===== config.mk =====
export PLATFORM = sky130hd
export DESIGN_NAME = bump_robot_drive_sequencer_unit
export DESIGN_NICKNAME = d
export VERILOG_FILES = /design/src/rtl/brds_pkg.sv /design/src/rtl/brds_cfg.sv /design/src/rtl/brds_core.sv /design/src/rtl/bump_robot_drive_sequencer_unit.sv
export SDC_FILE = /design/constraint.sdc
export NUM_CORES = 1
export LEC_CHECK = 0
export BUFFER_PORTS_ARGS = -buffer_cell sky130_fd_sc_hd__buf_2
export CORE_MARGIN = 1.5
export CORE_UTILIZATION = 30
export DETAILED_ROUTE_END_ITERATION = 12
export PLACE_DENSITY_LB_ADDON = 0.1
export SLEW_MARGIN = 20
export SYNTH_ARGS = -nofsm -noshare
export SYNTH_HDL_FRONTEND = slang
export SYNTH_SLANG_ARGS = --single-unit

===== constraint.sdc =====
create_clock -name i_clk -period 2.8 [get_ports i_clk]
set_input_delay 0.28 -clock i_clk [delete_from_list [all_inputs] [get_ports i_clk]]
set_output_delay 0.28 -clock i_clk [all_outputs]
set_load 0.01 [all_outputs]

===== src/rtl/brds_pkg.sv =====
// ----------------------------------------------------------------------------
// brds_pkg
// Shared types and constants for the bump robot drive sequencer.
// ----------------------------------------------------------------------------
package brds_pkg;

    localparam int unsigned TimeW   = 16;
    localparam int unsigned LightW  = 10;
    localparam int unsigned DutyW   = 8;
    localparam int unsigned CountW  = 8;
    localparam int unsigned PatW    = 4;
    localparam int unsigned CfgIdxW = 3;
    localparam int unsigned CfgDatW = 16;

    typedef enum logic [2:0] {
        MODE_REST    = 3'd0,
        MODE_SENSOR  = 3'd1,
        MODE_REVERSE = 3'd2,
        MODE_TURN    = 3'd3,
        MODE_FWD1    = 3'd4,
        MODE_FWD2    = 3'd5,
        MODE_FWD3    = 3'd6,
        MODE_FWD4    = 3'd7
    } t_mode;

    typedef enum logic [CfgIdxW-1:0] {
        CFG_REVERSE_TIME    = 3'd0,
        CFG_TURN_TIME       = 3'd1,
        CFG_SPEED_STEP_TIME = 3'd2,
        CFG_LIGHT_THRESHOLD = 3'd3,
        CFG_DUTY_LOW        = 3'd4,
        CFG_DUTY_MID        = 3'd5,
        CFG_DUTY_HIGH       = 3'd6,
        CFG_DUTY_FULL       = 3'd7
    } t_cfg_idx;

    // Motor direction pin patterns
    localparam logic [PatW-1:0] PAT_OFF     = 4'd0;
    localparam logic [PatW-1:0] PAT_REVERSE = 4'd6;
    localparam logic [PatW-1:0] PAT_TURN    = 4'd10;
    localparam logic [PatW-1:0] PAT_FORWARD = 4'd9;

    // Register reset values
    localparam logic [TimeW-1:0]  RST_REVERSE_TIME    = 16'd500;
    localparam logic [TimeW-1:0]  RST_TURN_TIME       = 16'd5000;
    localparam logic [TimeW-1:0]  RST_SPEED_STEP_TIME = 16'd5000;
    localparam logic [LightW-1:0] RST_LIGHT_THRESHOLD = 10'd630;
    localparam logic [DutyW-1:0]  RST_DUTY_LOW        = 8'h40;
    localparam logic [DutyW-1:0]  RST_DUTY_MID        = 8'h59;
    localparam logic [DutyW-1:0]  RST_DUTY_HIGH       = 8'h80;
    localparam logic [DutyW-1:0]  RST_DUTY_FULL       = 8'hFF;

    typedef struct packed {
        logic [TimeW-1:0]  reverse_time;
        logic [TimeW-1:0]  turn_time;
        logic [TimeW-1:0]  speed_step_time;
        logic [LightW-1:0] light_threshold;
        logic [DutyW-1:0]  duty_low;
        logic [DutyW-1:0]  duty_mid;
        logic [DutyW-1:0]  duty_high;
        logic [DutyW-1:0]  duty_full;
    } t_cfg;

    typedef struct packed {
        logic              start_button;
        logic              bump_sensor;
        logic [LightW-1:0] light_sample;
    } t_in_item;

    typedef struct packed {
        logic [2:0]        mode;
        logic [DutyW-1:0]  pwm_duty;
        logic [PatW-1:0]   motor_pattern;
        logic              green_led;
        logic              red_led;
        logic              white_led;
        logic [CountW-1:0] collision_total;
    } t_out_item;

endpackage


===== src/rtl/brds_cfg.sv =====
// ----------------------------------------------------------------------------
// brds_cfg
// Configuration register file: durations, light threshold and duty levels.
// ----------------------------------------------------------------------------
module brds_cfg
    import brds_pkg::*;
(
    input  logic               i_clk,
    input  logic               i_rst_n,
    input  logic               i_cfg_valid,
    output logic               o_cfg_ready,
    input  logic [CfgIdxW-1:0] i_cfg_index,
    input  logic [CfgDatW-1:0] i_cfg_data,
    output t_cfg               o_cfg
);

    t_cfg r_cfg;

    assign o_cfg_ready = 1'b1;
    assign o_cfg       = r_cfg;

    always_ff @(posedge i_clk) begin
        if (!i_rst_n) begin
            r_cfg.reverse_time    <= RST_REVERSE_TIME;
            r_cfg.turn_time       <= RST_TURN_TIME;
            r_cfg.speed_step_time <= RST_SPEED_STEP_TIME;
            r_cfg.light_threshold <= RST_LIGHT_THRESHOLD;
            r_cfg.duty_low        <= RST_DUTY_LOW;
            r_cfg.duty_mid        <= RST_DUTY_MID;
            r_cfg.duty_high       <= RST_DUTY_HIGH;
            r_cfg.duty_full       <= RST_DUTY_FULL;
        end else if (i_cfg_valid) begin
            case (t_cfg_idx'(i_cfg_index))
                CFG_REVERSE_TIME:    r_cfg.reverse_time    <= i_cfg_data;
                CFG_TURN_TIME:       r_cfg.turn_time       <= i_cfg_data;
                CFG_SPEED_STEP_TIME: r_cfg.speed_step_time <= i_cfg_data;
                CFG_LIGHT_THRESHOLD: r_cfg.light_threshold <= i_cfg_data[LightW-1:0];
                CFG_DUTY_LOW:        r_cfg.duty_low        <= i_cfg_data[DutyW-1:0];
                CFG_DUTY_MID:        r_cfg.duty_mid        <= i_cfg_data[DutyW-1:0];
                CFG_DUTY_HIGH:       r_cfg.duty_high       <= i_cfg_data[DutyW-1:0];
                CFG_DUTY_FULL:       r_cfg.duty_full       <= i_cfg_data[DutyW-1:0];
                default: ;
            endcase
        end
    end

endmodule


===== src/rtl/brds_core.sv =====
// ----------------------------------------------------------------------------
// brds_core
// Mode sequencer state, next-state logic, output decode and result register.
// ----------------------------------------------------------------------------
module brds_core
    import brds_pkg::*;
(
    input  logic      i_clk,
    input  logic      i_rst_n,
    input  t_cfg      i_cfg,
    input  logic      i_item_valid,
    input  t_in_item  i_item,
    output logic      o_take,
    output logic      o_res_valid,
    output t_out_item o_res,
    input  logic      i_res_stall
);

    t_mode             r_mode, n_mode;
    logic [TimeW-1:0]  r_time_left, n_time_left;
    logic [CountW-1:0] r_count, n_count;
    logic              r_res_valid;
    t_out_item         r_res, n_res;
    logic [TimeW-1:0]  tl_dec;
    logic              step;

    // result register frees up when empty or its transaction completes
    assign o_take      = i_item_valid && (!r_res_valid || !i_res_stall);
    assign step        = o_take;
    assign o_res_valid = r_res_valid;
    assign o_res       = r_res;

    assign tl_dec = (r_time_left != '0) ? r_time_left - TimeW'(1) : '0;

    always_comb begin
        n_mode      = r_mode;
        n_time_left = r_time_left;
        n_count     = r_count;
        case (r_mode)
            MODE_REST: begin
                if (i_item.start_button) begin
                    n_mode      = MODE_SENSOR;
                    n_time_left = '0;
                end
            end
            MODE_SENSOR: begin
                if (i_item.bump_sensor) begin
                    n_count     = r_count + CountW'(1);
                    n_mode      = MODE_REVERSE;
                    n_time_left = i_cfg.reverse_time;
                end else begin
                    n_mode      = MODE_FWD1;
                    n_time_left = i_cfg.speed_step_time;
                end
            end
            MODE_FWD4: begin
                if (i_item.start_button) begin
                    n_mode      = MODE_REST;
                    n_time_left = '0;
                end else if (i_item.bump_sensor) begin
                    n_mode      = MODE_SENSOR;
                    n_time_left = '0;
                end
            end
            default: begin
                // timed modes: count down first, then start, timeout, bump
                n_time_left = tl_dec;
                if (i_item.start_button) begin
                    n_mode      = MODE_REST;
                    n_time_left = '0;
                end else if (tl_dec == '0) begin
                    case (r_mode)
                        MODE_REVERSE: begin
                            n_mode      = MODE_TURN;
                            n_time_left = i_cfg.turn_time;
                        end
                        MODE_TURN: begin
                            n_mode      = MODE_SENSOR;
                            n_time_left = '0;
                        end
                        MODE_FWD3: begin
                            n_mode      = MODE_FWD4;
                            n_time_left = '0;
                        end
                        default: begin
                            n_mode      = t_mode'(r_mode + 3'd1);
                            n_time_left = i_cfg.speed_step_time;
                        end
                    endcase
                end else if (i_item.bump_sensor &&
                             (r_mode inside {MODE_FWD1, MODE_FWD2, MODE_FWD3})) begin
                    n_mode      = MODE_SENSOR;
                    n_time_left = '0;
                end
            end
        endcase
    end

    // decode of the mode in effect after the tick
    always_comb begin
        n_res.mode            = n_mode;
        n_res.collision_total = n_count;
        n_res.pwm_duty        = '0;
        n_res.motor_pattern   = PAT_OFF;
        n_res.green_led       = 1'b0;
        n_res.red_led         = 1'b0;
        case (n_mode)
            MODE_REST: begin
                n_res.green_led = 1'b1;
                n_res.red_led   = 1'b1;
            end
            MODE_SENSOR: begin
                n_res.red_led = 1'b1;
            end
            MODE_REVERSE: begin
                n_res.pwm_duty      = i_cfg.duty_low;
                n_res.motor_pattern = PAT_REVERSE;
                n_res.red_led       = 1'b1;
            end
            MODE_TURN: begin
                n_res.pwm_duty      = i_cfg.duty_low;
                n_res.motor_pattern = PAT_TURN;
                n_res.red_led       = 1'b1;
            end
            MODE_FWD1: begin
                n_res.pwm_duty      = i_cfg.duty_low;
                n_res.motor_pattern = PAT_FORWARD;
                n_res.green_led     = 1'b1;
            end
            MODE_FWD2: begin
                n_res.pwm_duty      = i_cfg.duty_mid;
                n_res.motor_pattern = PAT_FORWARD;
                n_res.green_led     = 1'b1;
            end
            MODE_FWD3: begin
                n_res.pwm_duty      = i_cfg.duty_high;
                n_res.motor_pattern = PAT_FORWARD;
                n_res.green_led     = 1'b1;
            end
            default: begin
                n_res.pwm_duty      = i_cfg.duty_full;
                n_res.motor_pattern = PAT_FORWARD;
                n_res.green_led     = 1'b1;
            end
        endcase
        n_res.white_led = (n_mode == MODE_REST) ||
                          (i_item.light_sample > i_cfg.light_threshold);
    end

    always_ff @(posedge i_clk) begin
        if (!i_rst_n) begin
            r_mode      <= MODE_REST;
            r_time_left <= '0;
            r_count     <= '0;
            r_res_valid <= 1'b0;
        end else begin
            if (step) begin
                r_mode      <= n_mode;
                r_time_left <= n_time_left;
                r_count     <= n_count;
                r_res_valid <= 1'b1;
            end else if (!i_res_stall) begin
                r_res_valid <= 1'b0;
            end
        end
    end

    always_ff @(posedge i_clk) begin
        if (step) begin
            r_res <= n_res;
        end
    end

    // untimed modes always hold a cleared countdown
    a_untimed_zero: assert property (@(posedge i_clk) disable iff (!i_rst_n)
        (r_mode == MODE_REST || r_mode == MODE_SENSOR || r_mode == MODE_FWD4)
        |-> r_time_left == '0)
        else $error("countdown not clear in an untimed mode");

    a_state_hold: assert property (@(posedge i_clk) disable iff (!i_rst_n)
        !step |=> $stable(r_mode) && $stable(r_count) && $stable(r_time_left))
        else $error("sequencer state moved without a transaction");

    a_collision_inc: assert property (@(posedge i_clk) disable iff (!i_rst_n)
        (step && r_mode == MODE_SENSOR && i_item.bump_sensor)
        |=> r_count == $past(r_count) + CountW'(1) && r_mode == MODE_REVERSE)
        else $error("collision not counted on leaving sensor check");

    a_res_matches_state: assert property (@(posedge i_clk) disable iff (!i_rst_n)
        step |=> r_res.mode == r_mode && r_res.collision_total == r_count)
        else $error("result register disagrees with sequencer state");

endmodule


===== src/rtl/bump_robot_drive_sequencer_unit.sv =====
// ----------------------------------------------------------------------------
// bump_robot_drive_sequencer_unit
// Millisecond-tick drive sequencer for a bump-and-turn robot.
// ----------------------------------------------------------------------------
// One input transaction per millisecond tick carries the start button, the
// bump switch and a 10-bit light reading; each tick yields exactly one result
// transaction with the new mode, PWM duty, motor pattern, LEDs and the
// wrapping collision count.
// Both channels use valid/stall: a transaction completes when valid is high
// and stall is low. The configuration channel (valid/ready, index and data)
// is always ready and should only be written while no tick is in flight.
// An input transaction reaches the result transaction through an input
// register, then the mode update and output decode into the result register.
// Throughput is one tick per cycle, limited only by the result register.
// When the receiver stalls, the result register holds and the input register
// fills; input stall rises once both are occupied.
// Reset (synchronous, active low) puts the sequencer in rest, clears the
// countdown, collision count and valid flags, and loads config defaults.
// ----------------------------------------------------------------------------
module bump_robot_drive_sequencer_unit
    import brds_pkg::*;
(
    input  logic               i_clk,
    input  logic               i_rst_n,
    input  logic               i_in_valid,
    output logic               o_in_stall,
    input  t_in_item           i_in,
    output logic               o_out_valid,
    input  logic               i_out_stall,
    output t_out_item          o_out,
    input  logic               i_cfg_valid,
    output logic               o_cfg_ready,
    input  logic [CfgIdxW-1:0] i_cfg_index,
    input  logic [CfgDatW-1:0] i_cfg_data
);

    t_cfg     cfg;
    logic     r_in_valid;
    t_in_item r_in;
    logic     take;
    logic     in_accept;

    assign o_in_stall = r_in_valid && !take;
    assign in_accept  = i_in_valid && !o_in_stall;

    always_ff @(posedge i_clk) begin
        if (!i_rst_n) begin
            r_in_valid <= 1'b0;
        end else if (in_accept) begin
            r_in_valid <= 1'b1;
        end else if (take) begin
            r_in_valid <= 1'b0;
        end
    end

    always_ff @(posedge i_clk) begin
        if (in_accept) begin
            r_in <= i_in;
        end
    end

    brds_cfg u_cfg (
        .i_clk       (i_clk),
        .i_rst_n     (i_rst_n),
        .i_cfg_valid (i_cfg_valid),
        .o_cfg_ready (o_cfg_ready),
        .i_cfg_index (i_cfg_index),
        .i_cfg_data  (i_cfg_data),
        .o_cfg       (cfg)
    );

    brds_core u_core (
        .i_clk        (i_clk),
        .i_rst_n      (i_rst_n),
        .i_cfg        (cfg),
        .i_item_valid (r_in_valid),
        .i_item       (r_in),
        .o_take       (take),
        .o_res_valid  (o_out_valid),
        .o_res        (o_out),
        .i_res_stall  (i_out_stall)
    );

    // a stalled input register must be holding a transaction
    a_stall_only_when_full: assert property (@(posedge i_clk) disable iff (!i_rst_n)
        o_in_stall |-> r_in_valid && o_out_valid)
        else $error("input stalled with room in the pipeline");

    a_no_drop: assert property (@(posedge i_clk) disable iff (!i_rst_n)
        (r_in_valid && !take) |=> r_in_valid && $stable(r_in))
        else $error("held input transaction lost");

    a_rest_white: assert property (@(posedge i_clk) disable iff (!i_rst_n)
        (o_out_valid && o_out.mode == MODE_REST) |-> o_out.white_led && o_out.green_led)
        else $error("rest mode LEDs wrong");

endmodule


; After elaboration in Yosys (flattened, before gate mapping)
; Cells that the tools add are included.
[word_totals]
register_bits = 157
latchBits = 0
ramBits = 0
mem_bits_ro = 0
in_bits = 36
output_inout_bits = 29
elab_cells = 108
memories = 0
[op_classes]
add_sub_neg = 3
mul = 0
div_mod_pow = 0
magnitude_cmp = 1
n_eq_ne = 23
shift = 0
n_mux = 28
bitwise_logic = 0
n_reduce_logical = 30
[ops]
columns = operator, n
row1 = two-way mux 16 bit, 8
row2 = one-hot mux 12 bit (6 select lines), 1
row3 = one-hot mux 16 bit (3 select lines), 1
row4 = "equality test 3 bit, second input constant", 11
row5 = one-hot mux 16 bit (2 select lines), 1
row6 = two-way mux 3 bit, 7
row7 = "equality test 3 x 2 -> 1 bit, second input constant", 6
row8 = one-hot mux 3 bit (3 select lines), 2
row9 = zero test 16 bit, 1
row10 = two-way mux 8 bit, 2
row11 = AND reduction 2 bit, 8
row12 = nonzero test 16 bit, 1
row13 = "subtractor 16 x 1 -> 16 bit, second input constant", 1
row14 = greater-than comparator 10 bit, 1
row15 = "equality test 3 x 1 -> 1 bit, second input constant", 3
row16 = zero test 3 bit, 3
row17 = "adder 8 x 1 -> 8 bit, second input constant", 1
row18 = two-way mux 1 bit, 6
row19 = logical AND 1 bit, 4
row20 = zero test 1 bit, 4
row21 = OR reduction 2 bit, 2
row22 = OR reduction 4 bit, 1
row23 = "adder 3 x 1 -> 3 bit, second input constant", 1
row24 = "!= test 3 bit, second input constant", 1
row25 = 7 further kinds, 8

; Depth between registers and ports, before layout
; Gate-level depths: netlist of run 1.
[depth]
word_depth = 10
depth_mapped = 13
depth_no_buf = 11

; By module
; Synthesis of run 1 repeated with hierarchy kept, for this count alone.
[unflattened]
cells_unflattened = 742
hier_area_um2 = 7571.0
[modules_own_cells]
columns = module, instances, cells_each, area_per_inst_um2, seq_area_each_um2
row1 = brds_core, 1, 396, 3708.6, 1341.3
row2 = brds_cfg, 1, 330, 3454.6, 1801.7
row3 = bump_robot_drive_sequencer_unit, 1, 16, 407.9, 380.4

; Worst setup path before layout of run 1
; OpenSTA, ideal clock, no wires.
[synth_timing]
path_type = flip-flop to flip-flop
start = register u_core.r_time_left[0]
end = register u_core.r_res, in the netlist u_core.o_res[16], data pin
setup_ps = 275
t_arrival_ps = 2570
required_time_ps = 2525
slack_ps = -45
path_stages_with_launch = 13
path_buffers = 1
period_less_slack_ps = 2845
path_cell_list = dfxtp_1 -> inv_1 -> ha_1 -> nor4b_1 -> nand4b_1 -> nor4_4 -> and4b_4 -> nand4_1 -> a31oi_4 -> inv_4 -> buf_6 -> nand3_1 -> o221ai_1
[synth_lines]
columns = item, line
row1 = start: declaration, brds_core.sv:20  ; logic [TimeW-1:0] r_time_left, n_time_left;
row2 = start signal: assignment, brds_core.sv:159  ; r_time_left <= n_time_left;
row3 = end signal: assignment, brds_core.sv:170  ; r_res <= n_res;
row4 = end: declaration, brds_core.sv:23  ; t_out_item r_res, n_res;

==> impl_metrics.env, run 1 <==
export IMPL_status="finished, violations left"
export IMPL_violations="negative setup slack"
export IMPL_layout_drive_gt1_share_pct=23.7
export IMPL_crit_chain="inv_2 -> ha_4 -> nor4b_4 -> nand4b_1 -> nor4_4 -> and4b_4 -> buf_6 -> o21ai_4 -> buf_6 -> mux2i_4 -> a22oi_4 -> buf_12 -> o221ai_2"
export IMPL_synth_top_area_share_pct=32.2
export IMPL_max_slew_margin_pct=40.0
export IMPL_synthFlopType="dfxtp_1"
export IMPL_total_leakage_power_nw=3.67
export IMPL_nNetsFinal=1012
export IMPL_start_util_pct=30.5
export IMPL_drtAntennaViolNets=0
export IMPL_finalSetupViolCount=8
export IMPL_fillers=2542
export IMPL_die_area_sq_um=25600
export IMPL_worst_r2r_setup_slack_ps=-30
export IMPL_wl_per_cell_um=17.0
export IMPL_numCtsBuffers=17
export IMPL_yosys_area_top_type="dfxtp_1"
export IMPL_drtPass1Iterations=5
export IMPL_synth_edf_count=38
export IMPL_place_congestion=0.813
export IMPL_dp_hpwl_um=15000
export IMPL_layout_cells_non_filler=1294
export IMPL_r2r_start="u_core.r_time_left[1]"
export IMPL_yosys_warnings=0
export IMPL_final_hold_viol_count=0
export IMPL_end_kind="register"
export IMPL_clock_sinks=157
export IMPL_drt_wl_total_um=22000
export IMPL_clk_pin_slew_worst_paths_ps=70
export IMPL_syn_nets=903
export IMPL_synth_area_leaders="dfxtp_1 32%, edfxtp_1 15%, nand2_1 11%"
export IMPL_dp_cells=1249
export IMPL_slowest_stage="dfxtp_2"
export IMPL_io_buffers=63
export IMPL_yosys_cell_types_count=69
export IMPL_cts_hold_buf=0
export IMPL_switchingPower_mw=1.58
export IMPL_fin_crit_sh_pct=101
export IMPL_drc=0
export IMPL_worst_hold_startpoint="i_in[9]"
export IMPL_diodes=0
export IMPL_fin_crit_ps=2830
export IMPL_clkLatencyLatePin_ps=420
export IMPL_grt_pass1_wl_um=34400
export IMPL_fin_ws_ps=-32.1
export IMPL_crit_top_cell="buf_6"
export IMPL_num_rows=57
export IMPL_cp_data_required_time_ps=2960
export IMPL_arrival_ps=2990
export IMPL_io_pins=65
export IMPL_cts_buffer_depth=2
export IMPL_crit_path_max_fanout=8
export IMPL_grt_pass1_vias=6071
export IMPL_area_growth_syn_to_layout_pct=25.8
export IMPL_rsz0062_at_grt="true"
export IMPL_clock_fmax_mhz=353
export IMPL_worstMarginPinSlew_ps=899
export IMPL_min_path_type="in -> reg"
export IMPL_viasPerCell=4.97
export IMPL_whs_endpoint="r_in[9]"
export IMPL_rr_worst_depth=13
export IMPL_cpPeakStageDelay_ps=330
export IMPL_die_x_um=160
export IMPL_seqPwrFrac_pct=42.4
export IMPL_skew_ps=12.1
export IMPL_drtIter0Drc=367
export IMPL_worstSetupStartpointType="register"
export IMPL_internal_power_mw=4.24
export IMPL_power_frac_comb_pct=17.3
export IMPL_antenna_found_initial=0
export IMPL_ys_seq_area_share_pct=47.6
export IMPL_syn_area_per_cell_sq_um=8.72
export IMPL_swShare_pct=27.2
export IMPL_total_power_mw=5.83
export IMPL_utilization_pct=38.4
export IMPL_grt_ovfl_total=0
export IMPL_syn_area_sq_um=7400
export IMPL_grt_max_degree=53
export IMPL_dr_total_vias=6426
export IMPL_clkPwrFrac_pct=40.3
export IMPL_ctsHtreeMaxLevel=4
export IMPL_min_path_cells=1
export IMPL_finalSetupTns_ps=-204
export IMPL_async_flop_share_pct=0
export IMPL_reg2reg_to="u_core.o_res[19]"
export IMPL_cts_tree="built"
export IMPL_synthCells=849
export IMPL_die_h_um=160
export IMPL_power_density_nw_per_um2=626
export IMPL_grtUsageTotal_pct=17.3
export IMPL_cts_root_buffer_cell="clkbuf_16"
export IMPL_yosys_register_bits=157
export IMPL_crit_type="reg -> reg"
export IMPL_drv_cap=0
export IMPL_drv_slew=0
export IMPL_core_sq_um=24200
export IMPL_ir_drop_v=0.000355
==> metrics by stage <==
step                      cell area, sq um  hold slack, ps  setup slack [ps]
after global routing                  9310            3.30              -201
after global placement                8390             441              23.0
after CTS                             8980            11.4            -0.614
after detailed placement              8390             449             -3.55
after floorplan                       7400             379               105
final                                 9310            32.3             -32.1
==> state kept, by name (all words and copies together), names as in the netlist <==
| register | flops |
|---|---|
| u_core.r_count | 8 |
| r_in_valid | 1 |
| u_core.r_mode | 3 |
| u_core.o_res | 26 |
| u_core.o_res_valid | 1 |
| r_in | 12 |
| u_cfg.o_cfg | 90 |
| u_core.r_time_left | 16 |
==> synthesized netlist by cell type (3+ instances only) <==
| master | n |
|---|---|
| a211oi_1 | 3 |
| a21o_1 | 5 |
| a21oi_1 | 79 |
| a222oi_1 | 13 |
| a22oi_1 | 19 |
| a31oi_1 | 4 |
| and3_1 | 4 |
| buf_1 | 3 |
| clkbuf_1 | 33 |
| clkbuf_2 | 8 |
| dfxtp_1 | 119 |
| edfxtp_1 | 38 |
| ha_1 | 18 |
| inv_1 | 26 |
| mux2i_1 | 16 |
| nand2_1 | 211 |
| nand2b_1 | 7 |
| nand3_1 | 46 |
| nand4_1 | 7 |
| nor2_1 | 40 |
| nor2b_1 | 7 |
| nor3_1 | 9 |
| o211ai_1 | 9 |
| o21ai_0 | 31 |
| o221ai_1 | 8 |
| o22ai_1 | 6 |
| or3_1 | 6 |
| xnor2_1 | 9 |
| xor2_1 | 14 |
==> cell type report <==
type / instances / area [sq um] / area share (%)
flip-flops and latches: 157 / 3530 / 37.9
well taps: 324 / 405 / 4.35
multi-input cells: 614 / 3730 / 40.1
inverters: 29 / 114 / 1.22
repair inverters: 2 / 20.0 / 0.215
clock buffers: 24 / 515 / 5.54
repair buffers: 137 / 928 / 9.97
clock inverters: 7 / 73.8 / 0.793
==> cells by family after synthesis <==
kind of cell	count (synthesis)	synth area share [%]
buffers and inverters	78	4.41
adders and majority gates	18	3.04
xor gates and xnor gates	23	2.72
other	1	0.0507
muxes	21	3.30
AOI/OAI and AO/OA	189	16.6
and+or+nand+nor	362	22.3
DFF	157	47.6
==> critical path, delay by kind of cell, from the launching register on <==
kind	cells	cell delay, ps
mux	1	190
compound gates	3	340
buf+inv	4	460
flops	1	330
simple gates	4	1000
fa+ha+maj	1	250
==> routing by layer <==
metal | routed length (um) | GRT usage (%) | up-vias
li1 | - | - | 3197
met1 | 11000 | 25.3 | 3062
met2 | 9660 | 25.5 | 153
met3 | 1060 | 3.01 | 14
met4 | 286 | 5.65 | 0
met5 | 0 | 0 | -
==> power groups by stage <==
stage / clock [mW] / combinational, mW / sequential [mW]
floorplan: 0 / 0.561 / 2.52
global placement: 0 / 0.905 / 2.52
detailed placement: 0 / 0.900 / 2.52
CTS: 2.41 / 0.906 / 2.47
global route: 2.52 / 1.10 / 2.48
finish: 2.35 / 1.01 / 2.47
==> worst max path at each step <==
stage	from	endpoint	slack, ps	cells past startpoint
5_1_grt	u_core.r_time_left[1]	u_core.o_res[15]	-200	11
4_1_cts	u_core.r_time_left[1]	u_core.o_res[16]	-0.6	11
6_report	u_core.r_time_left[1]	u_core.o_res[19]	-30	13
3_3_place_gp	u_core.r_time_left[1]	u_core.o_res[16]	20	11
3_5_place_dp	u_core.r_time_left[1]	u_core.o_res[16]	-4	11
2_1_floorplan	u_core.r_time_left[0]	u_core.o_res[16]	110	13
==> cell usage in the layout (no fill, tap or decap), types with 7 or more instances in the layout <==
cell | synthesis | final
xnor2_1 | 9 | 9
o221ai_2 | 0 | 8
nor2b_1 | 7 | 7
a22oi_1 | 19 | 19
edfxtp_1 | 38 | 38
a222oi_1 | 13 | 13
nand2_1 | 211 | 209
inv_1 | 26 | 22
nand3_1 | 46 | 46
nand4_1 | 7 | 7
a21oi_1 | 79 | 78
clkbuf_16 | 0 | 20
buf_2 | 2 | 63
buf_4 | 1 | 61
o21ai_0 | 31 | 30
mux2i_2 | 2 | 8
o211ai_1 | 9 | 9
mux2i_1 | 16 | 9
ha_1 | 18 | 17
nand2b_1 | 7 | 7
buf_6 | 2 | 12
xor2_1 | 14 | 14
nor2_1 | 40 | 39
dfxtp_1 | 119 | 117
==> what timing repair did <==
action	4_1_cts	5_1_grt
resized for setup	1	53
setup endpoints to repair	8	19
cloned	0	2
setup buffers	0	12
pin swaps	2	22
No activity file was read; power rests on OpenSTA's default activity.
==> run 2, diff against run 1 <==
--- a/config.mk
+++ b/config.mk
@@ -7,7 +7,7 @@
 export LEC_CHECK = 0
 export BUFFER_PORTS_ARGS = -buffer_cell sky130_fd_sc_hd__buf_2
 export CORE_MARGIN = 1.5
-export CORE_UTILIZATION = 30
+export CORE_UTILIZATION = 45
 export DETAILED_ROUTE_END_ITERATION = 12
 export PLACE_DENSITY_LB_ADDON = 0.1
 export SLEW_MARGIN = 20
==> run 2 against run 1 <==
  * The flow now finishes without violations
  * Critical path depth is 3 lower
  * Final cell count decreased by 9.5%
  * Non-clock buffer count shrank 16
  * Largest cell class unchanged
==> impl_metrics.env, run 2 (synthesis gave the netlist of run 1 again) <==
export IMPL_arrival_ps=2920
export IMPL_total_power_mw=5.62
export IMPL_clock_fmax_mhz=360
export IMPL_io_buffers=63
export IMPL_area_growth_syn_to_layout_pct=20.4
export IMPL_wl_per_cell_um=17.4
export IMPL_switchingPower_mw=1.56
export IMPL_die_x_um=131
export IMPL_finalSetupTns_ps=0
export IMPL_max_slew_margin_pct=48.0
export IMPL_num_rows=46
export IMPL_layout_common_cells="211 x nand2_1, 117 x dfxtp_1, 79 x a21oi_1"
export IMPL_end_kind="register"
export IMPL_grt_ovfl_total=0
export IMPL_cts_buffer_depth=2
export IMPL_die_h_um=131
export IMPL_utilization_pct=55.7
export IMPL_power_density_nw_per_um2=631
export IMPL_dp_slack_ps=-7.54
export IMPL_dp_cells=1134
export IMPL_crit_path_max_fanout=6
export IMPL_dp_hpwl_um=14000
export IMPL_drtPass1Iterations=6
export IMPL_cts_tree="built"
export IMPL_largest_register_ffs=90
export IMPL_drv_cap=0
export IMPL_skew_ps=9.88
export IMPL_fillers=1516
export IMPL_swShare_pct=27.7
export IMPL_cts_root_buffer_cell="clkbuf_16"
export IMPL_cpPeakStageDelay_ps=400
export IMPL_drt_wl_total_um=20400
export IMPL_cp_top_family="compound AO/OA/AOI/OAI gates"
export IMPL_layout_cells_non_filler=1171
export IMPL_internal_power_mw=4.06
export IMPL_drtIter0Drc=717
export IMPL_status="completed"
export IMPL_clkLatencyLatePin_ps=430
export IMPL_seqPwrFrac_pct=44.0
export IMPL_worstMarginPinSlew_ps=778
export IMPL_worstSetupStartpointType="register"
export IMPL_layout_drive_gt1_share_pct=21.0
export IMPL_fin_ws_ps=21.5
export IMPL_rsz0062_at_grt="true"
export IMPL_total_leakage_power_nw=3.58
export IMPL_dr_total_vias=6624
export IMPL_finalSetupViolCount=0
export IMPL_min_path_type="in -> reg"
export IMPL_clkPwrFrac_pct=39.1
export IMPL_critPathBufInv=2
export IMPL_viasPerCell=5.66
export IMPL_clk_pin_slew_worst_paths_ps=60
export IMPL_diodes=0
export IMPL_drv_slew=0
export IMPL_power_frac_comb_pct=16.9
export IMPL_cts_hold_buf=0
export IMPL_grt_pass1_wl_um=32100
export IMPL_fin_crit_sh_pct=99.2
export IMPL_die_area_sq_um=17200
export IMPL_ir_drop_v=0.000585
export IMPL_drc=0
export IMPL_crit_type="reg -> reg"
export IMPL_core_sq_um=16000
export IMPL_ctsHtreeMaxLevel=4
export IMPL_clock_sinks=157
export IMPL_place_congestion=0.973
export IMPL_cp_data_required_time_ps=2950
export IMPL_final_hold_viol_count=0
export IMPL_start_util_pct=46.3
export IMPL_design_area_sq_um=8910
export IMPL_grtUsageTotal_pct=23.4
export IMPL_fin_crit_ps=2780
export IMPL_final_common_cell="nand2_1"
export IMPL_hold_ws_ps=22.9
export IMPL_io_pins=65
export IMPL_grt_pass1_vias=6058
export IMPL_antenna_found_initial=0
export IMPL_slowest_stage="dfxtp_1"
export IMPL_grt_max_degree=53
export IMPL_nNetsFinal=996
export IMPL_drtAntennaViolNets=0
export IMPL_crit_chain="nor4_1 -> buf_4 -> nand4_2 -> xnor2_2 -> o21ai_0 -> a211o_1 -> a31oi_4 -> clkinv_4 -> mux2i_1 -> o221ai_1"
export IMPL_numCtsBuffers=17
export IMPL_placement_cell_area_sq_um=8190
==> run 2: final timing paths <==
kind | endpoint | start | slack [ps] | cells past startpoint
min | r_in[6] | i_in[6] | 20 | 1
min reg2reg | u_cfg.o_cfg[77] | u_cfg.o_cfg[77] | 460 | 2
max | u_core.o_res[16] | u_core.r_time_left[10] | 20 | 10
max reg2reg | u_core.o_res[16] | u_core.r_time_left[10] | 20 | 10
==> run 2: final cells by class <==
cell class	count	area (sq um)	share of cell area (%)
Clock buffer	22	485	5.45
Clock inverter	10	72.6	0.814
Inverter	29	114	1.28
Multi-Input combinational cell	614	3660	41.1
Sequential cell	157	3530	39.6
Tap cell	216	270	3.03
Timing Repair Buffer	121	767	8.61
Timing Repair inverter	2	15.0	0.168
==> run 2: power groups by stage <==
stage	clock (mW)	sequential, mW	combinational [mW]
5_1_grt	2.32	2.48	1.03
2_1_floorplan	0	2.52	0.561
6_report	2.20	2.47	0.951
3_3_place_gp	0	2.51	0.870
3_5_place_dp	0	2.52	0.872
4_1_cts	2.23	2.47	0.886
==> run 2: layer usage <==
metal / global-route usage, % / vias to the layer above / part of all wire (%)
met5: 0 / - / 0
met1: 32.8 / 3179 / 45
met4: 5.87 / 0 / 1.4
li1: - / 3164 / -
met3: 4.67 / 25 / 7.0
met2: 37.2 / 256 / 46
==> run 2: worst reg2reg max path: cells and delay by family (launching register included) <==
kind                   cells  cell delay (ps)
flip-flops                 1              400
AND/OR/NAND/NOR            2              470
buffers and inverters      2              320
multiplexers               1              180
XOR/XNOR                   1              200
AO/OA/AOI/OAI              4              920
==> run 2: what timing repair did <==
| action | in CTS | in global routing |
|---|---|---|
| setup buffers | 0 | 3 |
| gates cloned | 0 | 2 |
| pin swaps | 2 | 8 |
| resized for setup | 3 | 27 |
| setup endpoints to repair | 4 | 24 |
